<file path="config.mk">
export PLATFORM = sky130hd
export DESIGN_NAME = websocket_frame_parser_top
export DESIGN_NICKNAME = d
export VERILOG_FILES = /design/src/hdl/wfp_pkg.sv /design/src/hdl/websocket_frame_parser_top.sv /design/src/hdl/wfp_front.sv /design/src/hdl/wfp_queue.sv /design/src/hdl/wfp_back.sv
export SDC_FILE = /design/constraint.sdc
export NUM_CORES = 1
export LEC_CHECK = 0
export ABC_AREA = 1
export BUFFER_PORTS_ARGS = -buffer_cell sky130_fd_sc_hd__buf_2
export CAP_MARGIN = 0
export CORE_ASPECT_RATIO = 0.5
export CORE_MARGIN = 2
export CORE_UTILIZATION = 45
export DETAILED_ROUTE_END_ITERATION = 16
export GPL_TIMING_DRIVEN = 0
export PLACE_DENSITY = 0.68
export SLEW_MARGIN = 25
export SYNTH_ARGS = -nofsm -noshare
export SYNTH_HDL_FRONTEND = slang
export SYNTH_SLANG_ARGS = --single-unit
</file>
<file path="constraint.sdc">
create_clock -name clk -period 8.95 [get_ports clk]
set_input_delay 1.3425 -clock clk [delete_from_list [all_inputs] [get_ports clk]]
set_output_delay 1.3425 -clock clk [all_outputs]
set_load 0.01 [all_outputs]
</file>
<file path="src/hdl/wfp_pkg.sv">
package wfp_pkg;

  localparam int unsigned WFP_QUEUE_DEPTH = 2;

  localparam logic RK_HEADER = 1'b0;
  localparam logic RK_TEXT   = 1'b1;

  localparam logic [2:0] FK_CONT     = 3'd0;
  localparam logic [2:0] FK_TEXT     = 3'd1;
  localparam logic [2:0] FK_BINARY   = 3'd2;
  localparam logic [2:0] FK_CLOSE    = 3'd3;
  localparam logic [2:0] FK_PING     = 3'd4;
  localparam logic [2:0] FK_PONG     = 3'd5;
  localparam logic [2:0] FK_RESERVED = 3'd6;

  localparam logic [3:0] OP_CONT   = 4'h0;
  localparam logic [3:0] OP_TEXT   = 4'h1;
  localparam logic [3:0] OP_BINARY = 4'h2;
  localparam logic [3:0] OP_CLOSE  = 4'h8;
  localparam logic [3:0] OP_PING   = 4'h9;
  localparam logic [3:0] OP_PONG   = 4'hA;

  localparam logic [6:0] LEN_EXT16 = 7'd126;
  localparam logic [6:0] LEN_EXT64 = 7'd127;

  typedef enum logic [2:0] {
    PH_HDR0,
    PH_HDR1,
    PH_EXT16,
    PH_EXT64,
    PH_KEY,
    PH_PAY
  } wfp_phase_t;

  typedef struct packed {
    logic        result_kind;
    logic        fin;
    logic [2:0]  frame_kind;
    logic        masked;
    logic [63:0] length;
    logic [7:0]  data;
    logic [7:0]  key;
    logic        last;
  } wfp_res_t;

  function automatic logic [2:0] kind_of_opcode(input logic [3:0] op);
    logic [2:0] k;
    unique case (op)
      OP_CONT:   k = FK_CONT;
      OP_TEXT:   k = FK_TEXT;
      OP_BINARY: k = FK_BINARY;
      OP_CLOSE:  k = FK_CLOSE;
      OP_PING:   k = FK_PING;
      OP_PONG:   k = FK_PONG;
      default:   k = FK_RESERVED;
    endcase
    return k;
  endfunction

endpackage

</file>
<file path="src/hdl/websocket_frame_parser_top.sv">
// A result is written into the queue and then into the output register before it appears.
// Throughput: one input beat per cycle unless the queue is full; the parser and output
// stage are decoupled by a queue (two entries by default): either may stall until full.
// Reset: synchronous, active low; the parser waits for header byte 0 and the queue
// and output register are emptied.
module websocket_frame_parser_top #(
  parameter int unsigned QUEUE_DEPTH = wfp_pkg::WFP_QUEUE_DEPTH
) (
  input  logic        clk,
  input  logic        rst_n,
  input  logic        in_valid,
  output logic        in_ready,
  input  logic [7:0]  in_frame_byte,
  input  logic        in_frame_start,
  output logic        out_valid,
  input  logic        out_ready,
  output logic        out_result_kind,
  output logic        out_fin_flag,
  output logic [2:0]  out_frame_kind,
  output logic        out_is_masked,
  output logic [63:0] out_payload_length,
  output logic [7:0]  out_text_byte,
  output logic        out_last_of_payload
);
  import wfp_pkg::*;

  logic     q_full;
  logic     q_push;
  wfp_res_t q_push_data;
  logic     q_pop;
  logic     q_valid;
  wfp_res_t q_data;

  wfp_front u_front (
    .clk            (clk),
    .rst_n          (rst_n),
    .in_valid       (in_valid),
    .in_ready       (in_ready),
    .in_frame_byte  (in_frame_byte),
    .in_frame_start (in_frame_start),
    .q_full         (q_full),
    .q_push         (q_push),
    .q_data         (q_push_data)
  );

  wfp_queue #(
    .DEPTH (QUEUE_DEPTH)
  ) u_queue (
    .clk       (clk),
    .rst_n     (rst_n),
    .push      (q_push),
    .push_data (q_push_data),
    .full      (q_full),
    .pop       (q_pop),
    .q_valid   (q_valid),
    .q_data    (q_data)
  );

  wfp_back u_back (
    .clk                 (clk),
    .rst_n               (rst_n),
    .q_valid             (q_valid),
    .q_data              (q_data),
    .q_pop               (q_pop),
    .out_valid           (out_valid),
    .out_ready           (out_ready),
    .out_result_kind     (out_result_kind),
    .out_fin_flag        (out_fin_flag),
    .out_frame_kind      (out_frame_kind),
    .out_is_masked       (out_is_masked),
    .out_payload_length  (out_payload_length),
    .out_text_byte       (out_text_byte),
    .out_last_of_payload (out_last_of_payload)
  );

endmodule

</file>
<file path="src/hdl/wfp_front.sv">
module wfp_front (
  input  logic              clk,
  input  logic              rst_n,
  input  logic              in_valid,
  output logic              in_ready,
  input  logic [7:0]        in_frame_byte,
  input  logic              in_frame_start,
  input  logic              q_full,
  output logic              q_push,
  output wfp_pkg::wfp_res_t q_data
);
  import wfp_pkg::*;

  wfp_phase_t  phase_r, phase_nxt;
  logic [2:0]  idx_r, idx_nxt;
  logic        fin_r, fin_nxt;
  logic [2:0]  kind_r, kind_nxt;
  logic        masked_r, masked_nxt;
  logic [63:0] len_r, len_nxt;
  logic [7:0]  key_r [4];
  logic [7:0]  key_nxt [4];
  logic [63:0] remain_r, remain_nxt;
  logic [1:0]  pidx_r, pidx_nxt;

  logic        fire;
  logic        finish;
  logic        ext_done;
  wfp_phase_t  ph;

  assign in_ready = !q_full;
  assign fire     = in_valid && in_ready;

  always_ff @(posedge clk) begin
    if (!rst_n) begin
      phase_r  <= PH_HDR0;
      idx_r    <= '0;
      fin_r    <= 1'b0;
      kind_r   <= FK_RESERVED;
      masked_r <= 1'b1;
      len_r    <= '0;
      remain_r <= '0;
      pidx_r   <= '0;
      for (int i = 0; i < 4; i++) begin
        key_r[i] <= '0;
      end
    end else begin
      phase_r  <= phase_nxt;
      idx_r    <= idx_nxt;
      fin_r    <= fin_nxt;
      kind_r   <= kind_nxt;
      masked_r <= masked_nxt;
      len_r    <= len_nxt;
      remain_r <= remain_nxt;
      pidx_r   <= pidx_nxt;
      for (int i = 0; i < 4; i++) begin
        key_r[i] <= key_nxt[i];
      end
    end
  end

  always_comb begin
    phase_nxt  = phase_r;
    idx_nxt    = idx_r;
    fin_nxt    = fin_r;
    kind_nxt   = kind_r;
    masked_nxt = masked_r;
    len_nxt    = len_r;
    remain_nxt = remain_r;
    pidx_nxt   = pidx_r;
    for (int i = 0; i < 4; i++) begin
      key_nxt[i] = key_r[i];
    end
    finish   = 1'b0;
    ext_done = 1'b0;
    q_push   = 1'b0;
    q_data   = '0;
    ph       = in_frame_start ? PH_HDR0 : phase_r;

    if (fire) begin
      unique case (ph)
        PH_HDR0: begin
          fin_nxt   = in_frame_byte[7];
          kind_nxt  = kind_of_opcode(in_frame_byte[3:0]);
          idx_nxt   = '0;
          phase_nxt = PH_HDR1;
        end
        PH_HDR1: begin
          masked_nxt = in_frame_byte[7];
          idx_nxt    = '0;
          len_nxt    = '0;
          if (in_frame_byte[6:0] == LEN_EXT16) begin
            phase_nxt = PH_EXT16;
          end else if (in_frame_byte[6:0] == LEN_EXT64) begin
            phase_nxt = PH_EXT64;
          end else begin
            len_nxt = {57'd0, in_frame_byte[6:0]};
            if (in_frame_byte[7]) begin
              phase_nxt = PH_KEY;
            end else begin
              finish = 1'b1;
            end
          end
        end
        PH_EXT16, PH_EXT64: begin
          len_nxt  = {len_r[55:0], in_frame_byte};
          idx_nxt  = idx_r + 3'd1;
          ext_done = (ph == PH_EXT16) ? (idx_nxt == 3'd2) : (idx_nxt == 3'd0);
          if (ext_done) begin
            idx_nxt = '0;
            if (masked_r) begin
              phase_nxt = PH_KEY;
            end else begin
              finish = 1'b1;
            end
          end
        end
        PH_KEY: begin
          key_nxt[idx_r[1:0]] = in_frame_byte;
          idx_nxt             = idx_r + 3'd1;
          if (idx_nxt[2]) begin
            idx_nxt = '0;
            finish  = 1'b1;
          end
        end
        PH_PAY: begin
          remain_nxt = remain_r - 64'd1;
          pidx_nxt   = pidx_r + 2'd1;
          if (remain_r == 64'd1) begin
            phase_nxt = PH_HDR0;
          end
          if (kind_r == FK_TEXT) begin
            q_push             = 1'b1;
            q_data.result_kind = RK_TEXT;
            q_data.fin         = fin_r;
            q_data.frame_kind  = kind_r;
            q_data.masked      = masked_r;
            q_data.length      = len_r;
            q_data.data        = in_frame_byte;
            q_data.key         = masked_r ? key_r[pidx_r] : 8'd0;
            q_data.last        = (remain_r == 64'd1);
          end
        end
        default: begin
          phase_nxt = PH_HDR0;
        end
      endcase

      if (finish) begin
        q_push             = 1'b1;
        q_data.result_kind = RK_HEADER;
        q_data.fin         = fin_nxt;
        q_data.frame_kind  = kind_nxt;
        q_data.masked      = masked_nxt;
        q_data.length      = len_nxt;
        q_data.data        = 8'd0;
        q_data.key         = 8'd0;
        q_data.last        = (kind_nxt == FK_TEXT) && (len_nxt == 64'd0);
        remain_nxt         = len_nxt;
        pidx_nxt           = '0;
        phase_nxt          = (len_nxt == 64'd0) ? PH_HDR0 : PH_PAY;
      end
    end
  end

endmodule

</file>
<file path="src/hdl/wfp_queue.sv">
module wfp_queue #(
  parameter int unsigned DEPTH = wfp_pkg::WFP_QUEUE_DEPTH
) (
  input  logic              clk,
  input  logic              rst_n,
  input  logic              push,
  input  wfp_pkg::wfp_res_t push_data,
  output logic              full,
  input  logic              pop,
  output logic              q_valid,
  output wfp_pkg::wfp_res_t q_data
);
  import wfp_pkg::*;

  localparam int unsigned PTR_W = (DEPTH > 1) ? $clog2(DEPTH) : 1;
  localparam int unsigned CNT_W = $clog2(DEPTH + 1);
  localparam logic [PTR_W-1:0] LAST_PTR = PTR_W'(DEPTH - 1);
  localparam logic [CNT_W-1:0] FULL_CNT = CNT_W'(DEPTH);

  wfp_res_t         mem_r [DEPTH];
  logic [PTR_W-1:0] wr_ptr_r, wr_ptr_nxt;
  logic [PTR_W-1:0] rd_ptr_r, rd_ptr_nxt;
  logic [CNT_W-1:0] cnt_r, cnt_nxt;
  logic             do_push, do_pop;

  assign full    = (cnt_r == FULL_CNT);
  assign q_valid = (cnt_r != '0);
  assign q_data  = mem_r[rd_ptr_r];
  assign do_push = push && !full;
  assign do_pop  = pop && q_valid;

  always_comb begin
    wr_ptr_nxt = wr_ptr_r;
    rd_ptr_nxt = rd_ptr_r;
    cnt_nxt    = cnt_r;
    if (do_push) begin
      wr_ptr_nxt = (wr_ptr_r == LAST_PTR) ? '0 : wr_ptr_r + PTR_W'(1);
    end
    if (do_pop) begin
      rd_ptr_nxt = (rd_ptr_r == LAST_PTR) ? '0 : rd_ptr_r + PTR_W'(1);
    end
    if (do_push && !do_pop) begin
      cnt_nxt = cnt_r + CNT_W'(1);
    end else if (do_pop && !do_push) begin
      cnt_nxt = cnt_r - CNT_W'(1);
    end
  end

  always_ff @(posedge clk) begin
    if (!rst_n) begin
      wr_ptr_r <= '0;
      rd_ptr_r <= '0;
      cnt_r    <= '0;
    end else begin
      wr_ptr_r <= wr_ptr_nxt;
      rd_ptr_r <= rd_ptr_nxt;
      cnt_r    <= cnt_nxt;
    end
  end

  always_ff @(posedge clk) begin
    if (do_push) begin
      mem_r[wr_ptr_r] <= push_data;
    end
  end

endmodule

</file>
<file path="src/hdl/wfp_back.sv">
module wfp_back (
  input  logic              clk,
  input  logic              rst_n,
  input  logic              q_valid,
  input  wfp_pkg::wfp_res_t q_data,
  output logic              q_pop,
  output logic              out_valid,
  input  logic              out_ready,
  output logic              out_result_kind,
  output logic              out_fin_flag,
  output logic [2:0]        out_frame_kind,
  output logic              out_is_masked,
  output logic [63:0]       out_payload_length,
  output logic [7:0]        out_text_byte,
  output logic              out_last_of_payload
);
  import wfp_pkg::*;

  logic        valid_r, valid_nxt;
  logic        kind_r;
  logic        fin_r;
  logic [2:0]  fkind_r;
  logic        masked_r;
  logic [63:0] len_r;
  logic [7:0]  text_r;
  logic        last_r;
  logic        take;

  assign take  = q_valid && (!valid_r || out_ready);
  assign q_pop = take;

  always_comb begin
    valid_nxt = valid_r;
    if (take) begin
      valid_nxt = 1'b1;
    end else if (out_ready) begin
      valid_nxt = 1'b0;
    end
  end

  always_ff @(posedge clk) begin
    if (!rst_n) begin
      valid_r <= 1'b0;
    end else begin
      valid_r <= valid_nxt;
    end
  end

  always_ff @(posedge clk) begin
    if (take) begin
      kind_r   <= q_data.result_kind;
      fin_r    <= q_data.fin;
      fkind_r  <= q_data.frame_kind;
      masked_r <= q_data.masked;
      len_r    <= q_data.length;
      text_r   <= q_data.data ^ q_data.key;
      last_r   <= q_data.last;
    end
  end

  assign out_valid           = valid_r;
  assign out_result_kind     = kind_r;
  assign out_fin_flag        = fin_r;
  assign out_frame_kind      = fkind_r;
  assign out_is_masked       = masked_r;
  assign out_payload_length  = len_r;
  assign out_text_byte       = text_r;
  assign out_last_of_payload = last_r;

endmodule
</file>
* Yosys cells after proc, flatten, opt, wreduce, memory -nomap -nowiden
Memories as Yosys holds them, arrays and structs flattened. A register that Yosys moved wholly into a read port is not among the register bits.
Index checks and enable logic that the tools add are counted.
W data, S select, Z words.
** Cells by class
- Add/subtract/negate cells :: 7
- Multipliers :: 0
- Divide/modulo/power cells :: 0
- Magnitude comparators :: 2
- Eq/ne operators :: 22
- Shift operators :: 0
- Muxes and demuxes :: 67
- Bitwise operators :: 6
- Reductions and logical operators :: 27
** Operators with widths (count)
- $mux W87 :: 4
- $mux W64 :: 4
- $pmux W64 S2 :: 1
- $eq A64 B1 Y1 const B :: 1
- $logic_not A64 Y1 :: 1
- $mux W32 :: 2
- $sub A64 B1 Y64 const B :: 1
- $mux W8 :: 6
- $mux W3 :: 12
- $bwmux W32 :: 1
- $mux W1 :: 24
- $pmux W3 S6 :: 1
- $demux W8 S2 :: 1
- $pmux W3 S5 :: 1
- $eq A7 B7 Y1 const B :: 2
- $mux W2 :: 7
- $eq A4 B4 Y1 const B :: 3
- $eq A3 B1 Y1 const B :: 3
- $eq A3 B2 Y1 const B :: 3
- $ne A3 B1 Y1 const B :: 3
- $pmux W3 S3 :: 1
- $logic_and A1 B1 Y1 :: 8
- $reduce_bool A2 Y1 :: 4
- $xor A8 B8 Y8 :: 1
- 24 further kinds :: 36
** Word-level totals
- Register bits :: 225
- Bits in latches :: 0
- RAM bits :: 206
- ROM bits :: 0
- Bits of input ports :: 13
- Output and inout bits :: 81
- Memories :: 2
** Memory list
- u_queue.mem_r :: words 2, width 87, read ports 1, clocked after Yosys merged registers in 1, wr ports 1, line wfp_queue.sv:20 : wfp_res_t mem_r [DEPTH];
- u_front.key_r :: words 4, width 8, read ports 5, clocked after Yosys merged registers in 1, wr ports 4, line wfp_front.sv:20 : logic [7:0] key_r [4];

* Longest topological paths before layout
Gate-level depths: netlist (run 1).
- Depth in word-level cells :: 13
- Mapped depth :: 16
- Mapped depth without buffers :: 16

* By module
From an unflattened synthesis (run 1), not the netlist that was laid out.
** Unflattened totals
- Cell total of the unflattened synthesis :: 2291
- Area total of the unflattened synthesis :: 20285.7 um2
** Modules (own cells, without submodules)
- wfp_front :: instances 1, cells an instance 1889, area each 11151.9 um2, seq. area each 3503.4 um2
- wfp_queue :: instances 1, cells an instance 308, area each 6640.1 um2, seq. area each 5325.1 um2
- wfp_back :: instances 1, cells an instance 94, area each 2493.6 um2, seq. area each 2392.3 um2

* Worst setup path after synthesis (run 1)
No wires, ideal clock.
- Path kind :: input port to flip-flop
- Start point :: input out_ready
- End point :: register u_queue.cnt_r[1]
- Library setup time :: 0.122 ns
- Arrival :: 6.408 ns
- Path slack :: 2.419 ns
- Stages on the path :: 8
- Buffers on the path :: 0
- Cell sequence :: nor2_1 a21oi_1 inv_1 ha_1 a21oi_1 o21ai_0 o21ai_0 a21oi_1
** Between the ends
- Cells in the longest elaborated chain, start to end :: 6
- Elaborated cells between the ends (all ways) :: 8
- Classes of those cells :: mux (1); reduce/logical (7)
** Ends and longest elaborated chain
- start: declaration :: line websocket_frame_parser_top.sv:16 : input logic out_ready,
- $logic_or A1 B1 Y1 (*) :: line wfp_back.sv:29 : assign take = q_valid && (!valid_r || out_ready);
- $logic_and A1 B1 Y1 (*) :: line wfp_back.sv:29
- via q_pop :: line websocket_frame_parser_top.sv:30 : logic q_pop;
- $logic_and A1 B1 Y1 (*) :: line wfp_queue.sv:30 : assign do_pop = pop && q_valid;
- $logic_not A1 Y1 :: line wfp_queue.sv:42 : if (do_push && !do_pop) begin
- $logic_and A1 B1 Y1 :: line wfp_queue.sv:42
- $mux W2 or $reduce_bool A2 Y1 (tied branches)
- end signal: assignment :: line wfp_queue.sv:57 : cnt_r <= cnt_nxt;
- end: declaration :: line wfp_queue.sv:23 : logic [CNT_W-1:0] cnt_r, cnt_nxt;
The timed path passes the listed nets; every way through them passes the cells marked *.
A chain may end at the register's enable or synchronous reset.

==> results of run 1 <==
==> how the worst min path moves through the flow <==
stage                                startpoint                                to  slack [ns]  cells after the start
2_1_floorplan  u_front.key_r[3][1]$_SDFFE_PN0P_  u_front.key_r[3][1]$_SDFFE_PN0P_        0.42                      2
3_3_place_gp      u_queue.rd_ptr_r$_SDFFE_PN0P_                              flop        0.44                      1
3_5_place_dp      u_queue.rd_ptr_r$_SDFFE_PN0P_                              flop        0.44                      1
4_1_cts           u_queue.rd_ptr_r$_SDFFE_PN0P_                              flop        0.44                      1
5_1_grt           u_queue.rd_ptr_r$_SDFFE_PN0P_                              flop        0.46                      1
6_report          u_queue.rd_ptr_r$_SDFFE_PN0P_                              flop        0.44                      1
==> Yosys cell counts (8+ instances only) <==
master | n | area [um^2]
a211oi_1 | 12 | 90.1
a21oi_1 | 163 | 816
a31oi_1 | 30 | 188
buf_1 | 9 | 33.8
buf_2 | 27 | 135
clkbuf_1 | 72 | 270
dfxtp_1 | 181 | 3620
edfxtp_1 | 253 | 7600
ha_1 | 8 | 100
inv_1 | 227 | 852
mux2_2 | 71 | 800
nand2_1 | 458 | 1720
nand3_1 | 81 | 405
nand4_1 | 18 | 113
nor2_1 | 277 | 1040
nor3_1 | 17 | 85.1
o21ai_0 | 191 | 956
o22ai_1 | 40 | 250
xnor2_1 | 19 | 166
xor2_1 | 42 | 368
==> layer usage <==
layer / GRT usage / vias to the layer above / routed length, um
met5: 0 / - / 0
met2: 0.389 / 801 / 26200
met1: 0.396 / 7931 / 28400
met4: 0.0943 / 0 / 2250
li1: - / 7854 / -
met3: 0.0857 / 132 / 7360
==> metrics by stage <==
stage          hold slack, ns   util  instances
2_1_floorplan           0.425      -       2250
3_3_place_gp            0.436  0.484       2929
3_5_place_dp            0.440  0.491       2940
4_1_cts                 0.440  0.522       3013
5_1_grt                 0.464  0.522       3014
6_report                0.443  0.522       3014
==> kinds of logic (layout without fill, tap and decap cells) <==
family,after synthesis,count (layout),share of synthesized area
buf+inv,347,522,0.0677
simple gates,874,874,0.176
other cells,0,1,0
fa+ha+maj,8,8,0.00501
flops,434,434,0.561
xor+xnor,61,61,0.0267
mux,72,72,0.0405
compound gates,454,454,0.122
==> flip-flops by register name, indices dropped and copies added (netlist names), 2 cells and up, named ones only <==
name,count
u_back.out_frame_kind,3
u_queue.cnt_r,2
u_front.kind_r,3
u_front.key_r,32
u_front.len_r,64
u_back.out_text_byte,8
u_back.out_payload_length,64
u_front.remain_r,64
u_front.phase_r,3
u_queue.mem_r,174
u_front.idx_r,3
u_front.pidx_r,2
==> power by group <==
group | internal [mW] | switching [mW] | leakage, nW | total [mW]
registers | 2.46 | 0.147 | 3.93 | 2.61
logic | 0.800 | 1.59 | 4.93 | 2.39
clock network | 1.00 | 0.771 | 0.650 | 1.77
total | 4.26 | 2.51 | 9.51 | 6.77
==> area by class of cell <==
| cell class | count | area, um^2 |
|---|---|---|
| diodes | 1 | 2.50 |
| well taps | 588 | 736 |
| flip-flops and latches | 434 | 11200 |
| fillers | 4073 | 20900 |
| multi-input cells | 1469 | 7440 |
| inverters | 234 | 878 |
| clock inverters | 16 | 181 |
| clock buffers | 57 | 1170 |
| plain buffers | 113 | 475 |
| repair buffers | 102 | 721 |
==> impl_metrics.env, run 1 <==
export IMPL_status="completed"
export IMPL_core_area_um2=43700
export IMPL_firstDrtPassIters=6
export IMPL_drive_gt1_frac=0.119
export IMPL_hold_violations=0
export IMPL_drt_iter0_drc=2162
export IMPL_cts_resized=0
export IMPL_viasPerCell=5.55
export IMPL_max_clock_freq_mhz=245
export IMPL_clockRootBuffer="clkbuf_16"
export IMPL_synth_area_per_cell_um2=8.88
export IMPL_gp_congestion=0.987
export IMPL_cts_buffers=40
export IMPL_maxCapViolCount=0
export IMPL_worstPathArrival_ns=4.33
export IMPL_worst_path_largest_cell_delay_ns=0.74
export IMPL_wl_per_cell_um=21.3
export IMPL_synth_seq_area_share=0.561
export IMPL_crit_cells=9
export IMPL_cp_data_required_time_ns=9.21
export IMPL_cts_setup_buffers=0
export IMPL_cp_buffers_inverters=4
export IMPL_min_period_ns=4.07
export IMPL_r2r_start="u_queue.cnt_r[0]$_SDFFE_PN0P_"
export IMPL_critPathTopFamily="simple AND/OR/NAND/NOR gates"
export IMPL_worstSetupStartpoint="in_frame_start"
export IMPL_via_count=16700
export IMPL_ys_seq_elements=434
export IMPL_grt_antenna_before_repair=1
export IMPL_syn_area_um2=20000
export IMPL_crit_end="u_queue.mem_r[1][54]$_DFFE_PP_"
export IMPL_synth_nets=2271
export IMPL_postRouteAntennaNets=0
export IMPL_grt_overflow_total=0
export IMPL_hp_class="flop to flop"
export IMPL_grt_pass1_wl_um=95100
export IMPL_initial_utilization=0.457
export IMPL_r2r_end="u_queue.mem_r[1][54]$_DFFE_PP_"
export IMPL_area_growth_syn_to_layout_pct=14.2
export IMPL_power_density_nw_per_um2=297
export IMPL_crit_top_cell="nor2_1"
export IMPL_r2r_cells=8
export IMPL_cp_start_kind="input pin"
export IMPL_ys_flop_type="edfxtp_1"
export IMPL_worst_path_max_fanout=10
export IMPL_grt_usage=0.274
export IMPL_die_w_um=302
export IMPL_ir_drop_uv=175
export IMPL_synthDistinctLibCells=45
export IMPL_synth_edf_count=253
export IMPL_numPortBuffers=91
export IMPL_setup_viol_count_final=0
export IMPL_ys_warn_count=0
export IMPL_drc=0
export IMPL_ctsHoldBuffers=0
export IMPL_io_pins=94
export IMPL_hpwl_um=47600
export IMPL_layout_commonest_cell="nand2_1"
export IMPL_cts_max_level=2
export IMPL_layout_common_cells="458 x nand2_1, 275 x nor2_1, 253 x edfxtp_1"
export IMPL_nets=2415
export IMPL_postLayoutCellArea_um2=22800
export IMPL_finalPower_mw=6.77
export IMPL_period_share=0.455
export IMPL_rsz0062_at_grt="false"
export IMPL_clk_latency_ns=0.56
export IMPL_cts_clk_slew_worst_paths_ns=0.06
export IMPL_cts_num_sinks=434
export IMPL_p_leak_nw=9.51
export IMPL_grt_pass1_vias=15700
export IMPL_fin_tns_setup_ns=0
export IMPL_cp_slowest_cell="nor2_1"
export IMPL_die_h_um=153
export IMPL_placed_cell_area_um2=21500
export IMPL_routed_wirelength_um=64200
export IMPL_r2r_slack_ns=5.21
export IMPL_die_area_um2=46200
export IMPL_place_ws_ns=4.48
export IMPL_worst_slew_pin_slew_ns=1.03
export IMPL_async_reset_ff_frac=0
export IMPL_relSlewSlack=0.312
export IMPL_finClkSkew_ns=0.0229
export IMPL_cts_tree="yes"
export IMPL_crit_chain="buf_2 -> inv_2 -> nand3_1 -> nor2_1 -> nand2_1 -> nor2_1 -> inv_1 -> clkbuf_1 -> o21ai_0"
export IMPL_slew_viol_final=0
export IMPL_postSynthCellCount=2250
export IMPL_critPathKind="input pin to flop"
export IMPL_fp_row_count=54
export IMPL_grt_max_degree=25
export IMPL_fin_ws_ns=4.88
export IMPL_clockBufferDepth=3
export IMPL_end_kind="flop"
Power figures use the tool's default switching activity.
==> inputs of run 2 (changes only) <==
Clock period 8.95 ns to 3.9 ns, I/O delays scaled along.
==> run 2 against run 1 <==
  * Final area hardly changed
  * Worst hold slack worse by 0.062 ns
  * First-iteration DRC count decreased by 6.8%
  * Count of clock-buffer cells in the layout down 6
  * Clock skew shrank 0.0019 ns
  * Global-route usage up 0.63 points
  * Sequential power is 130% higher
  * Sequential cell count is the same
  * Via count decreased by 0.42%
  * Register-to-register slack worse by 4.9 ns
  * Utilization about the same
  * Largest cell class unchanged
==> impl_metrics.env, run 2 (synthesized netlist as in run 1, its figures left out) <==
export IMPL_status="completed"
export IMPL_grt_max_degree=25
export IMPL_fin_ws_ns=0.280
export IMPL_fp_row_count=54
export IMPL_via_count=16600
export IMPL_grt_antenna_before_repair=0
export IMPL_worst_path_max_fanout=23
export IMPL_hold_violations=0
export IMPL_wl_per_cell_um=21.7
export IMPL_crit_chain="ha_1 -> clkbuf_1 -> inv_1 -> nand3_1 -> nand3_1 -> inv_1 -> nand2_1 -> nand2_2 -> o21ai_1 -> nor2_4 -> buf_12 -> buf_12 -> buf_12"
export IMPL_firstDrtPassIters=6
export IMPL_crit_top_cell="buf_12"
export IMPL_worstPathArrival_ns=3.88
export IMPL_setup_viol_count_final=0
export IMPL_cts_buffers=40
export IMPL_maxCapViolCount=0
export IMPL_max_clock_freq_mhz=276
export IMPL_drc=0
export IMPL_die_area_um2=46200
export IMPL_finClkSkew_ns=0.0210
export IMPL_layout_commonest_cell="nand2_1"
export IMPL_post_place_cells=2939
export IMPL_hpwl_um=48500
export IMPL_fin_cells=3014
export IMPL_clockRootBuffer="clkbuf_16"
export IMPL_n_antenna_cell=0
export IMPL_worst_slew_pin_slew_ns=1.04
export IMPL_layout_common_cells="458 x nand2_1, 275 x nor2_1, 253 x edfxtp_1"
export IMPL_die_h_um=153
export IMPL_cts_num_sinks=434
export IMPL_cp_start_kind="flop"
export IMPL_holdWs_ns=0.381
export IMPL_cts_max_level=2
export IMPL_power_density_nw_per_um2=687
export IMPL_cts_tree="yes"
export IMPL_cp_data_required_time_ns=4.16
export IMPL_cts_setup_buffers=0
export IMPL_clk_latency_ns=0.56
export IMPL_ctsHoldBuffers=0
export IMPL_cp_slowest_cell="nor2_4"
export IMPL_relSlewSlack=0.305
export IMPL_slew_viol_final=0
export IMPL_clockBufferDepth=3
export IMPL_end_kind="flop"
export IMPL_ir_drop_uv=401
export IMPL_postRouteAntennaNets=0
export IMPL_numPortBuffers=91
export IMPL_nets=2415
export IMPL_min_period_ns=3.62
export IMPL_rsz0062_at_grt="false"
export IMPL_period_share=0.928
export IMPL_drt_iter0_drc=2015
export IMPL_initial_utilization=0.457
export IMPL_io_pins=94
export IMPL_area_growth_syn_to_layout_pct=14.1
export IMPL_p_leak_nw=9.50
export IMPL_largest_reg_flops=174
export IMPL_critPathKind="flop to flop"
export IMPL_grt_pass1_wl_um=97000
export IMPL_routed_wirelength_um=65400
export IMPL_gp_congestion=1.00
export IMPL_cts_clk_slew_worst_paths_ns=0.07
export IMPL_hp_class="input pin to flop"
export IMPL_place_ws_ns=0.0737
export IMPL_viasPerCell=5.52
export IMPL_grt_usage=0.281
export IMPL_core_area_um2=43700
export IMPL_drive_gt1_frac=0.120
export IMPL_grt_overflow_total=0
export IMPL_die_w_um=302
export IMPL_r2r_slack_ns=0.28
export IMPL_cts_resized=0
export IMPL_regMostFlops="u_queue.mem_r"
export IMPL_worst_path_largest_cell_delay_ns=0.67
export IMPL_grt_pass1_vias=15700
[run 2: worst paths after layout]
check / from / endpoint / depth (start not counted)
worst max-delay path: u_front.idx_r[0]$_SDFFE_PN0P_ / u_queue.mem_r[0][71]$_DFFE_PP_ / 13
worst min-delay path: out_ready / u_back.out_valid$_SDFFE_PN0P_ / 4
worst max register to register: u_front.idx_r[0]$_SDFFE_PN0P_ / u_queue.mem_r[0][71]$_DFFE_PP_ / 13
worst min register to register: u_front.key_r[3][0]$_SDFFE_PN0P_ / u_front.key_r[3][0]$_SDFFE_PN0P_ / 2
[run 2: worst max-delay path: cells and delay by family, from the launching register on]
kind | cells | cell delay, ns
flip-flops | 1 | 0.44
AND/OR/NAND/NOR | 5 | 1.12
adder cells (fa/ha/maj) | 1 | 0.18
buffers and inverters | 6 | 1.18
AO/OA/AOI/OAI | 1 | 0.34
[run 2: cell type report]
cell class                 count  area (um^2)
tap                          588          736
multi-input combinational   1470         7440
clock buffer                  51         1090
timing repair buffer         101          686
clock inverter                23          275
fill                        4104        20900
sequential                   434        11200
buffer                       113          475
inverter                     234          878
[run 2: layer usage]
layer | global-route usage | vias to the layer above | share of wire
met4 | 0.0684 | 0 | 0.023
li1 | - | 7853 | -
met1 | 0.415 | 7922 | 0.46
met5 | 0 | - | 0
met3 | 0.0780 | 99 | 0.11
met2 | 0.406 | 774 | 0.41
[run 2: report_power, final]
group	internal [mW]	total [mW]	switching, mW
combinational	1.83	5.53	3.69
sequential	5.64	5.97	0.333
clock	2.35	4.17	1.82
total	9.82	15.7	5.85
[run 2: stage by stage]
stage / power, mW / util / setup TNS, ns / instance area (um^2)
2_1_floorplan: 9.50 / - / -54.33 / 20000
3_3_place_gp: 11.3 / 0.485 / -447.09 / 21200
3_5_place_dp: 11.4 / 0.490 / 0 / 21400
4_1_cts: 15.6 / 0.522 / 0 / 22800
5_1_grt: 16.5 / 0.522 / 0 / 22800
6_report: 15.7 / 0.522 / 0 / 22800
